[config.mk]
export PLATFORM = sky130hd
export DESIGN_NAME = snsme_ctrl
export DESIGN_NICKNAME = d
export VERILOG_FILES = /design/src/rtl/snsme_pkg.sv /design/src/rtl/snsme_ctrl.sv
export SDC_FILE = /design/constraint.sdc
export NUM_CORES = 1
export LEC_CHECK = 0
export ABC_CLOCK_PERIOD_IN_PS = 1900
export BUFFER_PORTS_ARGS = -buffer_cell sky130_fd_sc_hd__clkbuf_2
export CAP_MARGIN = 25
export CORE_AREA = 2 2 39 41
export CTS_CLUSTER_DIAMETER = 120
export DETAILED_ROUTE_END_ITERATION = 10
export DIE_AREA = 0 0 41 43
export PLACE_DENSITY = 0.62
export SYNTH_ARGS = -nofsm -noshare
export SYNTH_HDL_FRONTEND = slang
export SYNTH_SLANG_ARGS = --single-unit
[constraint.sdc]
create_clock -name clk -period 1.9 [get_ports clk]
set_clock_uncertainty 0.15 [all_clocks]
set_input_delay 0.285 -clock clk [delete_from_list [all_inputs] [get_ports clk]]
set_output_delay 0.285 -clock clk [all_outputs]
set_load 0.02 [all_outputs]
[src/rtl/snsme_pkg.sv]
package snsme_pkg;

  localparam int CAPACITY_DEF   = 64;
  localparam int COORD_BITS_DEF = 10;
  localparam int COST_BITS_DEF  = 16;

  localparam int OP_BITS     = 2;
  localparam int STATUS_BITS = 2;

  localparam logic [OP_BITS-1:0] OP_PUSH     = 2'd0;
  localparam logic [OP_BITS-1:0] OP_POP_MIN  = 2'd1;
  localparam logic [OP_BITS-1:0] OP_POP_XY   = 2'd2;
  localparam logic [OP_BITS-1:0] OP_READ_XY  = 2'd3;

  localparam logic [STATUS_BITS-1:0] ST_OK    = 2'd0;
  localparam logic [STATUS_BITS-1:0] ST_EMPTY = 2'd1;
  localparam logic [STATUS_BITS-1:0] ST_FULL  = 2'd2;

  typedef enum logic [2:0] {
    S_IDLE,
    S_SCAN,
    S_FETCH,
    S_SHIFT,
    S_RESULT
  } state_t;

  // controller to datapath
  typedef struct packed {
    logic load_in;     // capture input word
    logic push_wr;     // write new entry at count
    logic scan_start;  // reset scan pointer and best
    logic scan_step;   // compare entry at scan pointer
    logic fetch;       // read selected entry to result
    logic shift_step;  // move one entry up
    logic cnt_dec;     // drop count
    logic res_load;    // build result word
  } cmd_t;

  // datapath to controller
  typedef struct packed {
    logic [OP_BITS-1:0] op;
    logic               full;
    logic               empty;
    logic               scan_last;
    logic               found;
    logic               shift_done;
  } sts_t;

endpackage

[src/rtl/snsme_ctrl.sv]
module snsme_ctrl (
  input  logic            clk,
  input  logic            rst_n,
  input  logic            in_valid,
  output logic            in_ready,
  output logic            out_valid,
  input  logic            out_ready,
  output snsme_pkg::cmd_t cmd,
  input  snsme_pkg::sts_t sts
);

  snsme_pkg::state_t state_r, state_nxt;
  logic              ovalid_r, ovalid_nxt;
  logic              fetch_wait_r;

  // next state
  always_comb begin
    state_nxt = state_r;
    case (state_r)
      snsme_pkg::S_IDLE: begin
        if (in_valid && !ovalid_r) begin
          state_nxt = snsme_pkg::S_SCAN;
        end
      end
      snsme_pkg::S_SCAN: begin
        if (sts.op == snsme_pkg::OP_PUSH) begin
          state_nxt = snsme_pkg::S_RESULT;
        end else if (sts.scan_last) begin
          state_nxt = sts.found ? snsme_pkg::S_FETCH : snsme_pkg::S_RESULT;
        end
      end
      snsme_pkg::S_FETCH: begin
        if (fetch_wait_r) begin
          state_nxt = (sts.op == snsme_pkg::OP_READ_XY) ? snsme_pkg::S_RESULT
                                                        : snsme_pkg::S_SHIFT;
        end
      end
      snsme_pkg::S_SHIFT: begin
        if (sts.shift_done) begin
          state_nxt = snsme_pkg::S_RESULT;
        end
      end
      snsme_pkg::S_RESULT: begin
        state_nxt = snsme_pkg::S_IDLE;
      end
      default: state_nxt = snsme_pkg::S_IDLE;
    endcase
  end

  // outputs
  always_comb begin
    cmd = '0;
    ovalid_nxt = ovalid_r && !out_ready;
    case (state_r)
      snsme_pkg::S_IDLE: begin
        cmd.load_in    = in_valid && !ovalid_r;
        cmd.scan_start = in_valid && !ovalid_r;
      end
      snsme_pkg::S_SCAN: begin
        if (sts.op == snsme_pkg::OP_PUSH) begin
          cmd.push_wr = !sts.full;
        end else begin
          cmd.scan_step = !sts.scan_last;
          cmd.fetch     = sts.scan_last && sts.found;
        end
      end
      snsme_pkg::S_SHIFT: begin
        cmd.shift_step = !sts.shift_done;
        cmd.cnt_dec    = sts.shift_done;
      end
      snsme_pkg::S_RESULT: begin
        cmd.res_load = 1'b1;
        ovalid_nxt   = 1'b1;
      end
      default: ;
    endcase
  end

  always_ff @(posedge clk) begin
    if (!rst_n) begin
      state_r      <= snsme_pkg::S_IDLE;
      ovalid_r     <= 1'b0;
      fetch_wait_r <= 1'b0;
    end else begin
      state_r      <= state_nxt;
      ovalid_r     <= ovalid_nxt;
      fetch_wait_r <= (state_r == snsme_pkg::S_FETCH) && !fetch_wait_r;
    end
  end

  assign in_ready  = (state_r == snsme_pkg::S_IDLE) && !ovalid_r;
  assign out_valid = ovalid_r;

endmodule

# Word level (Yosys, flattened, before mapping)

Index checks and enable logic that the tools add are counted.

Memory bits (read-only): 0
Input bits: 11
RAM bits: 0
Word-level logic and storage cells: 42
Flip-flop bits (word level): 5
Bits in latches: 0
Memories kept: 0
Output and inout port bits: 10

Div/mod/pow operators: 0
Shift operators: 0
Order comparisons: 0
Reductions and logical operators: 14
Add/sub/neg operators: 0
$mul: 0
Mux-type cells: 16
Bitwise gates (word level): 0
Equality and inequality tests: 9

Operators with widths:

| kind                                                            | number |
|---|---|
| 3-bit 2-to-1 mux                                                | 7 |
| 3-bit case mux with 4 select lines                              | 1 |
| 3-bit by 2-bit == test with 1-bit output, second input constant | 2 |
| 1-bit logical NOT                                               | 6 |
| 2-bit 2-to-1 mux                                                | 3 |
| 2-bit != test, second input constant                            | 3 |
| 1-bit logical AND                                               | 5 |
| 1-bit 2-to-1 mux                                                | 5 |
| 4-bit AND reduction                                             | 1 |
| 3-bit by 1-bit == test with 1-bit output, second input constant | 1 |
| 3-bit == test, second input constant                            | 1 |
| 3-bit logical NOT                                               | 1 |
| 3-bit != test, second input constant                            | 1 |
| 2-bit == test, second input constant                            | 1 |
| 2-bit logical NOT                                               | 1 |

# Longest topological paths before layout

Gate-level depths: netlist of run 1.

Word-level depth: 4
Gate-level depth with buffers: 5
Depth with buffers taken out: 4

# Least setup slack after synthesis of run 1

OpenSTA, ideal clock, no wires.

Path type: register to output
Start: register state_r[0]
End: output cmd[7] (netlist name)
Cell stages (with the launch flop): 5
Data required time: 1.465 ns
Slack: -0.209 ns
Path buffers: 1
Data arrival time: 1.674 ns
Cells stage by stage: dfxtp_1 or2_2 nor3_1 and2_1 buf_4

RTL lines:

| item                     | RTL line         | source |
|---|---|---|
| start: declaration       | snsme_ctrl.sv:12 | `snsme_pkg::state_t state_r, state_nxt;` |
| start signal: assignment | snsme_ctrl.sv:81 | `state_r <= snsme_pkg::S_IDLE;` |
| start signal: assignment | snsme_ctrl.sv:85 | `state_r <= state_nxt;` |
| end: declaration         | snsme_ctrl.sv:8  | `output snsme_pkg::cmd_t cmd,` |

==> impl_metrics.env, run 1 <==
export IMPL_die_area_sq_um=1760
export IMPL_drc=0
export IMPL_gp_congestion=0.696
export IMPL_drive_above_1_share=0.492
export IMPL_start_util=0.252
export IMPL_coreArea_sq_um=1380
export IMPL_synth_area_sq_um=349
export IMPL_routed_via_density=4.59
export IMPL_ys_types=25
export IMPL_grt_pass1_vias=276
export IMPL_ir_drop_uv=294
export IMPL_avgSynthCellArea_sq_um=8.31
export IMPL_clock_path_buffers=2
export IMPL_sw_frac_of_total=0.331
export IMPL_gr_total_overflow=0
export IMPL_clk_pin_slew_worst_paths_ps=40
export IMPL_worstPathMaxFanout=8
export IMPL_worst_pin_slew_ps=386
export IMPL_postCtsSetupRepairBufs=0
export IMPL_antenna_found_initial=0
export IMPL_slowest_stage="or3b_4"
export IMPL_hold_viol=0
export IMPL_timing_final_crit_share=0.961
export IMPL_antennaDiodeCount=0
export IMPL_fmax_mhz=548
export IMPL_critPathCaptureType="output pin"
export IMPL_startpoint="state_r[0]"
export IMPL_numCtsBuffers=3
export IMPL_slew_violations=0
export IMPL_syn_num_nets=53
export IMPL_hold_path_class="input port to register"
export IMPL_die_w_um=41
export IMPL_clockPowerShare=0.331
export IMPL_clkSinkCount=5
export IMPL_ys_warn_count=0
export IMPL_crit_arrival_ps=1390
export IMPL_synth_flop_cell="dfxtp_1"
export IMPL_htreeDepth=1
export IMPL_status="finished clean"
export IMPL_p_leak_uw=0.000233
export IMPL_start_kind="register"
export IMPL_power_frac_comb=0.331
export IMPL_p_switching_uw=123
export IMPL_grt_pass1_wl_um=1100
export IMPL_clockRootBuffer="clkbuf_4"
export IMPL_grtUsageTotal=0.0937
export IMPL_hpwl_um=606
export IMPL_max_stage_delay_ps=420
export IMPL_port_buffers=19
export IMPL_dr_pass1_iters=2
export IMPL_ys_async_sr_fraction=0
export IMPL_num_rows=14
export IMPL_power_total_uw=372
export IMPL_power_internal_uw=249
export IMPL_seqPwrFrac=0.338
export IMPL_fin_setup_tns_ps=0
export IMPL_r2r_start="state_r[0]"
export IMPL_syn2layout_area_growth_pct=41.6
export IMPL_die_height_um=43
export IMPL_ys_seq_area_frac=0.287
export IMPL_ys_ff_latch=5
export IMPL_pin_count=21
export IMPL_cts_tree="done"
export IMPL_crit_chain="or3b_4 > nor3_1 > buf_2"
export IMPL_wl_um=737
export IMPL_ant_nets=0
export IMPL_rsz0062_at_grt="no"
export IMPL_clk_latency_ps=240
export IMPL_pwr_density_cell_nw_per_um2=752
export IMPL_worst_endpoint_required_ps=1460
export IMPL_vias=363
export IMPL_hp_start="rst_n"
export IMPL_setup_viol=0
export IMPL_fin_crit_ps=1830
export IMPL_crit_type="register to output pin"
export IMPL_drt_iter0_markers=1
export IMPL_synth_edff_count=0
export IMPL_grt_max_degree=11
export IMPL_syn_inst=42
export IMPL_maxCapViolCount=0
export IMPL_nets=75
export IMPL_slew_headroom=0.740
export IMPL_wl_per_cell_um=9.33
-- logic make-up after synthesis --
kind of cell / synth area share
buffers and inverters: 0.0681
multiplexers: 0.0287
AO/OA/AOI/OAI: 0.255
flip-flops: 0.287
AND/OR/NAND/NOR: 0.362
-- timing repair --
action,4_1_cts,5_1_grt
hold buffers,0,0
gates resized for setup,2,3
endpoints found under the setup margin,3,2
-- through the flow --
| stage | instances | cell area, sq um | hold slack (ps) | setup WS [ps] | util |
|---|---|---|---|---|---|
| after global routing | 79 | 494 | 167 | 10.2 | 0.357 |
| after detailed placement | 75 | 463 | 268 | 191 | 0.335 |
| after global placement | 75 | 463 | 262 | 214 | 0.335 |
| final | 79 | 494 | 151 | 74.3 | 0.357 |
| after CTS | 79 | 492 | 148 | 25.5 | 0.355 |
| after floorplan | 42 | 360 | 250 | 6.47 | - |
-- final cells by class --
class                   count  area [sq um]
clock buffers               4          26.3
flip-flops and latches      5           105
repair buffers             19          95.1
fillers                   143           890
well taps                  16          20.0
inverters                   3          11.3
multi-input cells          32           236
-- worst paths after layout --
path / depth (start not counted) / endpoint / slack (ps)
worst min register to register: 1 / fetch_wait_r / 270
worst min-delay path: 2 / out_valid / 150
worst max-delay path: 3 / cmd[4] / 70
worst max register to register: 4 / state_r[2] / 280
-- cell usage in the layout (no fill, tap or decap), drive strengths merged, types with 2 or more instances in the layout --
master / instances
nor3b: 2
nor3: 4
dfxtp: 5
buf: 2
nor2: 5
a21oi: 2
clkbuf: 21
nor2b: 3
o21ai: 2
inv: 3
-- power groups by stage --
| stage | sequential [uW] | clock, uW | combinational, uW |
|---|---|---|---|
| after floorplan | 122 | 0 | 93.0 |
| after global placement | 126 | 0 | 123 |
| after detailed placement | 126 | 0 | 125 |
| after CTS | 125 | 128 | 125 |
| after global routing | 127 | 133 | 136 |
| final | 126 | 123 | 123 |
-- state kept, by name, indices dropped and copies added, names as in the netlist --
register,cells
state_r,3
fetch_wait_r,1
out_valid,1
-- cells in the mapped netlist, types with 2 or more instances --
cell type	number	share of area
nor2_1	5	0.054
dfxtp_1	5	0.29
nor3_1	4	0.057
nor2b_1	2	0.036
o21ai_0	2	0.029
nor3b_1	2	0.043
inv_1	3	0.032
a21oi_1	2	0.029
-- worst max-delay path, delay by kind of cell (launching register included) --
kind / cells / cell delay [ps]
and+or+nand+nor: 2 / 590
buffers and inverters: 1 / 190
DFF: 1 / 370
-- per-layer routing --
layer / global-route usage / up-vias / routed length, um
li1: - / 193 / -
met1: 0.127 / 162 / 328
met2: 0.131 / 6 / 373
met3: 0.0157 / 2 / 16
met4: 0.0600 / 0 / 19
met5: 0 / - / 0
Power figures use the tool's default switching activity.
==> run 2, diff against run 1 <==
- ABC_AREA: unset -> 1
==> run 2 against run 1 <==
  * Final cell count is 27% higher
  * Global-route usage is 0.46 points higher
  * Sequential share of layout area is 0.59 points lower
  * Sequential power is 38% higher
  * Clock power hardly changed
==> impl_metrics.env, run 2 <==
export IMPL_postLayoutCellArea_sq_um=484
export IMPL_cts_resized=0
export IMPL_ys_types=15
export IMPL_antenna_found_initial=0
export IMPL_ys_ff_latch=5
export IMPL_maxCapViolCount=0
export IMPL_pin_count=21
export IMPL_slew_headroom=0.866
export IMPL_port_buffers=19
export IMPL_seqPwrFrac=0.256
export IMPL_holdPathEnd="state_r[0]"
export IMPL_syn2layout_area_growth_pct=38.2
export IMPL_start_util=0.253
export IMPL_cts_tree="done"
export IMPL_critPathCaptureType="output pin"
export IMPL_rsz0062_at_grt="no"
export IMPL_dr_pass1_iters=3
export IMPL_start_kind="register"
export IMPL_avgSynthCellArea_sq_um=5.65
export IMPL_yosys_cell_count_top_type="nor2_1"
export IMPL_synth_edff_count=0
export IMPL_drc=0
export IMPL_slew_violations=0
export IMPL_die_area_sq_um=1760
export IMPL_p_switching_uw=334
export IMPL_clkSinkCount=5
export IMPL_wl_um=780
export IMPL_crit_buf_inv=3
export IMPL_clk_pin_slew_worst_paths_ps=50
export IMPL_num_rows=14
export IMPL_timing_final_crit_share=0.872
export IMPL_hold_buffers=0
export IMPL_layout_cells_most_common_list="19 x clkbuf_2, 16 x nor2_1, 13 x nand2_1, 11 x inv_1, 5 x dfxtp_1"
export IMPL_clockPowerShare=0.182
export IMPL_antennaDiodeCount=0
export IMPL_die_w_um=41
export IMPL_hold_path_class="input port to register"
export IMPL_hp_start="rst_n"
export IMPL_ant_nets=0
export IMPL_gp_congestion=0.720
export IMPL_ys_warn_count=0
export IMPL_fin_setup_tns_ps=0
export IMPL_hold_depth=3
export IMPL_crit_family="flip-flops"
export IMPL_crit_chain="inv_2 > nand2_1 > nor2_1 > nand2_2 > inv_1 > clkbuf_2"
export IMPL_grtUsageTotal=0.0983
export IMPL_vias=415
export IMPL_ir_drop_uv=406
export IMPL_hold_viol=0
export IMPL_clockRootBuffer="clkbuf_4"
export IMPL_worst_pin_slew_ps=200
export IMPL_drive_above_1_share=0.321
export IMPL_startpoint="state_r[2]"
export IMPL_crit_arrival_ps=1220
export IMPL_max_stage_delay_ps=350
export IMPL_synthTopCellsByCount="16 x nor2_1, 13 x nand2_1, 11 x inv_1"
export IMPL_status="finished clean"
export IMPL_postCtsSetupRepairBufs=0
export IMPL_routed_via_density=4.15
export IMPL_synth_flop_cell="dfxtp_1"
export IMPL_wl_per_cell_um=7.80
export IMPL_r2r_end="state_r[1]"
export IMPL_postPlaceCellArea_sq_um=458
export IMPL_p_leak_uw=0.000293
export IMPL_gr_total_overflow=0
export IMPL_fmax_mhz=604
export IMPL_r2r_start="state_r[1]"
export IMPL_coreArea_sq_um=1380
export IMPL_fin_crit_ps=1660
export IMPL_setup_viol=0
export IMPL_power_internal_uw=348
export IMPL_clock_path_buffers=2
export IMPL_hpwl_um=660
export IMPL_worst_endpoint_required_ps=1460
export IMPL_htreeDepth=1
export IMPL_grt_max_degree=7
export IMPL_fin_util=0.350
export IMPL_yosys_area_top_type="dfxtp_1"
export IMPL_syn_num_nets=73
export IMPL_grt_pass1_vias=345
export IMPL_grt_pass1_wl_um=1180
export IMPL_nets=96
export IMPL_reg2reg_depth=6
export IMPL_synth_top_cell_area_share=0.286
export IMPL_largest_reg_flops=3
export IMPL_worstPathMaxFanout=5
export IMPL_pwr_density_cell_nw_per_um2=1410
export IMPL_crit_type="register to output pin"
export IMPL_top_register="state_r"
export IMPL_drt_iter0_markers=4
export IMPL_sw_frac_of_total=0.490
export IMPL_numCtsBuffers=3
export IMPL_ys_seq_area_frac=0.286
export IMPL_synth_area_sq_um=350
export IMPL_layout_commonest_cell="clkbuf_2"
export IMPL_clk_latency_ps=240
export IMPL_synthTopCellsByArea="dfxtp_1 29%, nor2_1 17%, nand2_1 14%"
export IMPL_syn_inst=62
export IMPL_die_height_um=43
export IMPL_r2r_slack_ps=660
export IMPL_power_frac_comb=0.563
export IMPL_ys_async_sr_fraction=0
export IMPL_slowest_stage="dfxtp_1"
run 2: cell types whose count changed in the layout (fill, tap and decap cells not counted), moves of 2 or more:
cell,previous run,this run
nand2_2,0,2
inv_1,3,11
nand3_1,0,4
clkbuf_2,17,19
nor2_1,5,16
dfxtp_1,3,5
nand2_1,1,13
buf_2,2,0
nor2b_1,2,0
run 2: stage by stage:
step | worst slack [ps] | cells | power, uW | hold slack (ps)
global route | 123 | 100 | 749 | 160
CTS | 226 | 100 | 693 | 158
floorplan | 361 | 62 | 472 | 276
detailed placement | 499 | 96 | 564 | 359
finish | 244 | 100 | 682 | 162
global placement | 479 | 96 | 563 | 362
run 2: cells by family (layout without fill, tap and decap cells):
family                 after synthesis  in the layout  share of synthesized area
AO/OA/AOI/OAI                        4              4                     0.0643
AND/OR/NAND/NOR                     40             40                      0.500
buffers and inverters               13             35                      0.150
flip-flops                           5              5                      0.286
run 2: worst reg2reg max path: cells and delay by family, from the launching register on:
family / cells / cell delay [ps]
flops: 1 / 380
compound gates: 1 / 120
simple gates: 4 / 430
buf+inv: 1 / 90
run 2: cell type report:
class | instances | area (sq um)
fill | 164 | 900
multi-input combinational | 44 | 198
sequential | 5 | 100
timing repair buffer | 19 | 95.1
inverter | 12 | 45.0
clock buffer | 4 | 26.3
tap | 16 | 20.0
run 2: worst max path at each step:
| stage | endpoint | slack (ps) | cells after the start |
|---|---|---|---|
| global route | cmd[4] | 120 | 5 |
| detailed placement | cmd[4] | 500 | 6 |
| floorplan | cmd[7] | 360 | 4 |
| CTS | cmd[4] | 230 | 6 |
| finish | cmd[4] | 240 | 6 |
| global placement | cmd[4] | 480 | 6 |
run 2: per-layer routing:
metal	track usage	wire length, um	vias to the layer above	part of all wire
li1	-	-	232	-
met1	0.0897	338	170	0.43
met2	0.172	385	13	0.49
met3	0.0628	56	0	0.072
met4	0.0200	0	0	0
met5	0	0	-	0
run 2: power groups by stage:
stage / Sequential [uW] / Combinational (uW) / Clock, uW
after floorplan: 169 / 303 / 0
final: 174 / 384 / 124
after global placement: 176 / 387 / 0
after CTS: 174 / 388 / 130
after global routing: 182 / 428 / 140
after detailed placement: 176 / 388 / 0
